**src/osm_pkg.sv**
```systemverilog
package osm_pkg;

    localparam int VALUE_W   = 32;
    localparam int SUM_W     = 40;
    localparam int CNT_OUT_W = 7;
    localparam int INDEX_W   = 6;
    localparam int REQ_W     = 3;
    localparam int STATUS_W  = 2;

    typedef enum logic [REQ_W-1:0] {
        REQ_INSERT = 3'd0,
        REQ_ERASE  = 3'd1,
        REQ_LOWER  = 3'd2,
        REQ_UPPER  = 3'd3,
        REQ_COUNT  = 3'd4,
        REQ_KTH    = 3'd5
    } t_req;

    typedef enum logic [STATUS_W-1:0] {
        ST_OK        = 2'd0,
        ST_NOT_FOUND = 2'd1,
        ST_FULL      = 2'd2,
        ST_RANGE     = 2'd3
    } t_status;

    typedef struct packed {
        logic lt;
        logic le;
    } t_flags;

    typedef struct packed {
        logic sample;
        logic ins;
        logic del;
    } t_cell_ctl;

endpackage

```
**src/osm_cell.sv**
```systemverilog
module osm_cell #(
    parameter int IDX = 0,
    parameter int CW  = 7
) (
    input  logic                                  i_clk,
    input  osm_pkg::t_cell_ctl                    i_ctl,
    input  logic signed [osm_pkg::VALUE_W-1:0]    i_probe,
    input  logic signed [osm_pkg::VALUE_W-1:0]    i_key,
    input  logic [CW-1:0]                         i_occ,
    input  logic [osm_pkg::INDEX_W-1:0]           i_index,
    input  logic                                  i_left_lt,
    input  logic signed [osm_pkg::VALUE_W-1:0]    i_left_value,
    input  osm_pkg::t_flags                       i_right_flags,
    input  logic signed [osm_pkg::VALUE_W-1:0]    i_right_value,
    output logic signed [osm_pkg::VALUE_W-1:0]    o_value,
    output osm_pkg::t_flags                       o_flags,
    output logic [CW-1:0]                         o_lt_rank,
    output logic [CW-1:0]                         o_le_rank,
    output logic signed [osm_pkg::VALUE_W-1:0]    o_pick
);

    localparam logic [CW-1:0] POS  = CW'(IDX);
    localparam logic [CW-1:0] RANK = CW'(IDX + 1);
    localparam logic [CW+osm_pkg::INDEX_W-1:0] POS_K = (CW + osm_pkg::INDEX_W)'(IDX);

    logic signed [osm_pkg::VALUE_W-1:0] r_value;
    osm_pkg::t_flags                    r_flags;
    logic                               live;
    logic                               hit;

    assign live = POS < i_occ;
    assign hit  = {{CW{1'b0}}, i_index} == POS_K;

    always_ff @(posedge i_clk) begin
        if (i_ctl.sample) begin
            r_flags.lt <= live && (r_value < i_probe);
            r_flags.le <= live && (r_value <= i_probe);
        end
    end

    always_ff @(posedge i_clk) begin
        if (i_ctl.ins && !r_flags.lt) begin
            r_value <= i_left_lt ? i_key : i_left_value;
        end else if (i_ctl.del && !r_flags.lt) begin
            r_value <= i_right_value;
        end
    end

    assign o_value   = r_value;
    assign o_flags   = r_flags;
    assign o_lt_rank = (r_flags.lt && !i_right_flags.lt) ? RANK : '0;
    assign o_le_rank = (r_flags.le && !i_right_flags.le) ? RANK : '0;
    assign o_pick    = hit ? r_value : '0;

endmodule

```
**config.mk**
```make
export PLATFORM = sky130hd
export DESIGN_NAME = osm_cell
export DESIGN_NICKNAME = d
export VERILOG_FILES = /design/src/osm_pkg.sv /design/src/osm_cell.sv
export SDC_FILE = /design/constraint.sdc
export NUM_CORES = 1
export LEC_CHECK = 0
export BUFFER_PORTS_ARGS = -buffer_cell sky130_fd_sc_hd__clkbuf_2
export CORE_AREA = 2 2 88 90
export CTS_CLUSTER_DIAMETER = 80
export DETAILED_ROUTE_END_ITERATION = 16
export DIE_AREA = 0 0 90 92
export PLACE_DENSITY = 0.77
export SLEW_MARGIN = 20
export SYNTH_ARGS = -nofsm -noshare
export SYNTH_HDL_FRONTEND = slang
export SYNTH_SLANG_ARGS = --single-unit
```
**constraint.sdc**
```tcl
create_clock -name i_clk -period 2.81 [get_ports i_clk]
set_input_delay 0.562 -clock i_clk [delete_from_list [all_inputs] [get_ports i_clk]]
set_output_delay 0.562 -clock i_clk [all_outputs]
set_load 0.02 [all_outputs]
```
==> reports/metrics.csv, run 1 <==
metric,value,unit
dp_hpwl,7160,um
dr.pass1.iters,6,
crit_fanout,31,
io_pins,228,
nFillCells,698,
gr-total-overflow,0,
regArea,1020,um2
worst_path_largest_cell_delay,580,ps
vias_per_cell,4.74,
drc,0,
min_period,2470,ps
end_kind,primary output,
p_leak,2.32,nW
r2r.worst_path.cells,6,
skew,5.45,ps
dieHeight,92,um
power.total,0.00174,W
wl_per_cell,13.3,um
startpoint,i_index[3],
r2r_end,o_flags[0]$_DFFE_PP_,
syn_area,2860,um2
grt_setup_unrepaired,false,
multi_input_area,1620,um2
crit_chain,clkbuf_2 > or4_1 > nor3_4 > buf_12 > and2_1 > clkbuf_2,
final.period_utilization,87.9,%
holdBufCountCts,0,
layout-drive-gt1-share,43.2,%
grt_pass1_vias,2920,
vias,2994,
ys_seq_area_share,35.7,%
first_iter_violations,75,
rows,32,
grt_start_max_net_pins,38,
fmax,0.405,GHz
finalHoldViolCount,0,
max-slew-margin-rel,63.7,%
tns,0,ps
drv_cap,0,
finalSetupViolCount,0,
n_antenna_cell,0,
path_clk_slew,70,ps
startpoint_type,input port,
dp_slack,345,ps
cts_root_buf,clkbuf_8,
post_cts_resized,0,
crit_type,in -> out,
place.gp.congestion,0.934,
critical_path_required,2250,ps
core_area,7450,um2
die_w,90,um
numCtsBuffers,5,
fin_ws,340,ps
yosys.area.top_type_share,35.7,%
drt_wl_total,8410,um
cts_tree,yes,
cp-endpoint,o_pick[15],
clock_latency,270,ps
slew_viol_final,0,
grt_pass1_wl,13000,um
hold_path.class,in -> reg,
powerDensity,424,nW/um2
post_synth_inst_count,318,
synth_top_cell_by_area,edfxtp_1,
slowest_stage,or4_1,
reg2reg_slack,580,ps
final_antenna_net_count,0,
synth_cell_types,28,
peakVddDrop,0.000211,V
worstPathArrival,1910,ps
start_util,38.4,%
area_growth_syn_to_layout,43.2,%
layout.nets,709,
synthTopCellsByArea,"edfxtp_1 36%, ha_1 14%, mux2i_1 11%, and2_1 6.8%, o21ai_0 6.1%",
postCtsSetupBuffers,0,
outcome,"finished, final reports clean",
dieArea,8280,um2
antenna_found_initial,0,
clock-sinks,34,
r2r_start,o_value[11]$_DFFE_PP_,
max_slew.worst_pin.slew,544,ps
io_buffers,215,
clock_path_buffers,2,
syn_avg_cell_area,8.98,um2
grt_usage,19.6,%
h-tree-depth,2,
cpMostUsedCell,clkbuf_2,
yosysWarningCount,0,
ys_ff_latch,34,
## per-stage QoR
| step | hold WS, ps | cell area (um2) | util (%) | std cells |
|---|---|---|---|---|
| after floorplan | 674 | 2900 | - | 329 |
| after global placement | 787 | 4010 | 53.8 | 624 |
| after detailed placement | 790 | 4010 | 53.8 | 624 |
| after CTS | 498 | 4090 | 54.9 | 632 |
| after global routing | 496 | 4090 | 54.9 | 632 |
| final | 508 | 4090 | 54.9 | 632 |
## cell usage in the layout, fill, tap and decap left out
master / count
nor2_4: 1
a21oi_2: 1
a211o_1: 3
clkinv_2: 1
nand4_1: 7
and2_1: 31
a21oi_1: 13
inv_1: 33
nor3_4: 1
nand3b_1: 1
mux2i_1: 32
nor4_1: 4
nand2_1: 43
nor2_1: 4
nand3_1: 5
clkbuf_1: 1
nor2b_1: 2
nand2b_2: 1
ha_1: 32
buf_12: 1
clkinv_1: 1
edfxtp_1: 34
o21ai_1: 1
clkbuf_2: 215
a21o_1: 2
buf_4: 3
or4_1: 1
o21ai_0: 35
nor3_1: 2
conb_1: 12
clkbuf_8: 5
a221o_1: 2
## synthesized netlist by cell type
cell type and instances:
nand2_1 43, o21ai_0 35, edfxtp_1 34, inv_1 33, ha_1 32, mux2i_1 32
and2_1 31, a21oi_1 13, buf_4 12, clkbuf_1 8, nand4_1 7, nand3_1 5
nor2_1 5, nor4_1 4, a211o_1 3, buf_2 3, clkbuf_2 3, a21o_1 2
a221o_1 2, nor2b_1 2, nor3_1 2, a21oi_2 1, conb_1 1, nand2b_1 1
nand3b_1 1, nor3_2 1, o21ai_1 1, or4_1 1
## routing by layer
metal / GRT usage (%) / up-vias / share of wire [%]
li1: - / 1505 / -
met3: 3.86 / 23 / 6.5
met4: 7.69 / 0 / 2.5
met1: 22.6 / 1347 / 39
met5: 0 / - / 0
met2: 35.7 / 119 / 52
## worst min-delay path by stage
stage / end / startpoint / depth (start not counted)
CTS: o_flags[1]$_DFFE_PP_ / i_ctl[2] / 1
global placement: o_flags[1]$_DFFE_PP_ / i_ctl[2] / 1
global route: o_flags[0]$_DFFE_PP_ / i_ctl[2] / 1
finish: o_flags[1]$_DFFE_PP_ / i_ctl[2] / 1
detailed placement: o_flags[1]$_DFFE_PP_ / i_ctl[2] / 1
floorplan: o_flags[0]$_DFFE_PP_ / i_ctl[2] / 0
## area by class of cell
class,count,share of cell area [%]
multi-input combinational,236,39.6
sequential,34,25.0
inverter,33,3.03
clock buffer,6,1.77
clock inverter,2,0.214
tap,102,3.12
timing repair buffer,219,27.3
## logic make-up (layout without fill, tap and decap cells)
| family | count (synthesis) | count (layout) | synth area share [%] |
|---|---|---|---|
| compound gates | 57 | 57 | 11.0 |
| flops | 34 | 34 | 35.7 |
| other cells | 1 | 12 | 0.131 |
| fa+ha+maj | 32 | 32 | 14.0 |
| mux | 32 | 32 | 11.2 |
| simple gates | 103 | 103 | 18.3 |
| buf+inv | 59 | 260 | 9.59 |
## worst max-delay path: cells and delay by family
family,cells,cell delay (ps)
simple gates,3,900
buf+inv,3,430
## state kept, by name, summed over array words and instances (netlist names)
name,flops
o_value,32
o_flags,2
## power breakdown
part           leakage, nW  internal [W]  switching, W  total (W)
combinational         1.95      0.000269      0.000388   0.000656
clock               0.0426      0.000170      0.000168   0.000338
sequential           0.330      0.000671     0.0000700   0.000741
Power figures use the tool's default switching activity.
==> run 2: changes to the inputs <==
- ABC_AREA: not set -> 1
- CORE_AREA: 2 2 88 90 -> 2 2 89 91
- DIE_AREA: 0 0 90 92 -> 0 0 91 93
==> run 2 against run 1 <==
  * Utilization grew 0.33 points
  * Via count grew 13%
  * Final cell count grew 16%
  * Combinational power shrank 2%
  * Sequential power shrank 3.6%
  * Worst hold slack lost 12 ps
  * Critical path type unchanged
  * Highest routed layer unchanged
==> reports/metrics.csv, run 2 <==
metric,value,unit
post-route-util,55.3,%
slew_viol_final,0,
max_slew.worst_pin.slew,590,ps
post_synth_inst_count,419,
final.period_utilization,76.7,%
dp_hpwl,7140,um
vias_per_cell,4.65,
core_area,7530,um2
crit_chain,clkbuf_2 > nor4_1 > nand2_1 > buf_4 > nor2_1 > clkbuf_2,
stdcell_count,731,
p_leak,2.48,nW
synth-edff-count,34,
path_clk_slew,70,ps
final_common_cell,clkbuf_2,
slowest_stage,nor4_1,
clock-sinks,34,
swShare,36.7,%
worst_path_largest_cell_delay,270,ps
synth.most_common_cell,nand2_1,
syn_area,2970,um2
nFillCells,770,
grt_usage,20.4,%
dr.pass1.iters,4,
ys_top_cells_by_count,"104 x nand2_1, 79 x nor2_1, 72 x inv_1, 34 x edfxtp_1",
vias,3398,
crit_type,in -> out,
dieArea,8460,um2
internal_power,0.00108,W
largest_reg_flops,32,
gr-total-overflow,0,
pwr-share-clk,20.1,%
finalSetupViolCount,0,
critical_path_required,2250,ps
power.total,0.00170,W
peakVddDrop,0.000166,V
regArea,1020,um2
multi_input_area,1530,um2
synth_cell_types,25,
ys_ff_latch,34,
min_period,2150,ps
grt_setup_unrepaired,false,
tns,0,ps
synth_top_cell_by_area,edfxtp_1,
drc,0,
first_iter_violations,82,
yosys.area.top_type_share,34.4,%
max-slew-margin-rel,60.7,%
combinationalPowerShare,37.9,%
area_growth_syn_to_layout,40.3,%
fmax,0.464,GHz
cpMostUsedCell,clkbuf_2,
synthTopCellsByArea,"edfxtp_1 34%, ha_1 14%, nand2_1 13%, nor2_1 10%, inv_1 9.1%",
powerDensity,409,nW/um2
dp_cells,723,
final_antenna_net_count,0,
cts_tree,yes,
numCtsBuffers,5,
n_antenna_cell,0,
die_w,91,um
rows,32,
outcome,"finished, final reports clean",
hold_path.class,in -> reg,
startpoint_type,input port,
dieHeight,93,um
grt_pass1_vias,3192,
io_buffers,215,
syn_avg_cell_area,7.08,um2
cts_root_buf,clkbuf_8,
clock_latency,280,ps
drt_wl_total,8770,um
pwr-share-seq,42.0,%
h-tree-depth,2,
postCtsSetupBuffers,0,
cp.buffers_inverters,3,
ys_seq_area_share,34.4,%
holdBufCountCts,0,
cpLargestDelayFamily,buffers and inverters,
antenna_found_initial,0,
layout-drive-gt1-share,37.7,%
grt_pass1_wl,14000,um
io_pins,228,
wl_per_cell,12.0,um
grt_start_max_net_pins,65,
yosysWarningCount,0,
p_switching,0.000625,W
clock_path_buffers,2,
async_flop_share,0,%
place.gp.congestion,0.837,
end_kind,primary output,
layout_common_cells,"215 x clkbuf_2, 104 x nand2_1, 78 x nor2_1",
drv_cap,0,
finalHoldViolCount,0,
worstPathArrival,1590,ps
crit_fanout,32,
skew,1.03,ps
start_util,39.4,%
post_cts_resized,0,
layout.nets,808,
synth_top_flop_cell,edfxtp_1,
[run 2: stage by stage]
| step | cell area (um2) | hold slack (ps) | worst slack, ps |
|---|---|---|---|
| after floorplan | 3010 | 674 | 428 |
| after global placement | 4080 | 786 | 675 |
| after detailed placement | 4080 | 788 | 652 |
| after CTS | 4160 | 488 | 652 |
| after global routing | 4160 | 499 | 545 |
| final | 4160 | 496 | 655 |
[run 2: layout make-up]
type	instances	area share, %
clock buffer	5	1.65
sequential	34	24.5
tap	102	3.07
timing repair buffer	219	26.6
clock inverter	3	0.271
multi-input combinational	290	36.8
inverter	78	7.04
[run 2: layer usage]
layer  wire (um)  up-vias  GRT usage, %  share of wire, %
met5           0        -             0                 0
met4         122        0          6.06               1.4
met3         486       11          3.30               5.5
met2        4660      124          38.1                53
met1        3500     1545          24.1                40
li1            -     1718             -                 -
[run 2: kinds of logic after synthesis]
group / synth area share (%)
AO/OA/AOI/OAI: 10.3
flip-flops: 34.4
buffers and inverters: 15.5
other: 0.126
adder cells (fa/ha/maj): 13.5
AND/OR/NAND/NOR: 26.1
[run 2: power groups by stage]
stage | clock network (W) | logic (W) | registers (W)
detailed placement | 0 | 0.000648 | 0.000727
floorplan | 0 | 0.000340 | 0.000791
global route | 0.000380 | 0.000733 | 0.000725
finish | 0.000342 | 0.000645 | 0.000714
global placement | 0 | 0.000626 | 0.000724
CTS | 0.000356 | 0.000651 | 0.000716
[run 2: path summary, 6_finish.rpt]
kind	from	to	slack, ps	cells past startpoint
worst max-delay path	i_index[2]	o_pick[8]	660	6
worst min-delay path	i_ctl[2]	o_flags[0]$_DFFE_PP_	500	1
worst max register to register	o_value[15]$_DFFE_PP_	o_flags[0]$_DFFE_PP_	980	12
worst min register to register	o_value[31]$_DFFE_PP_	o_flags[1]$_DFFE_PP_	920	4
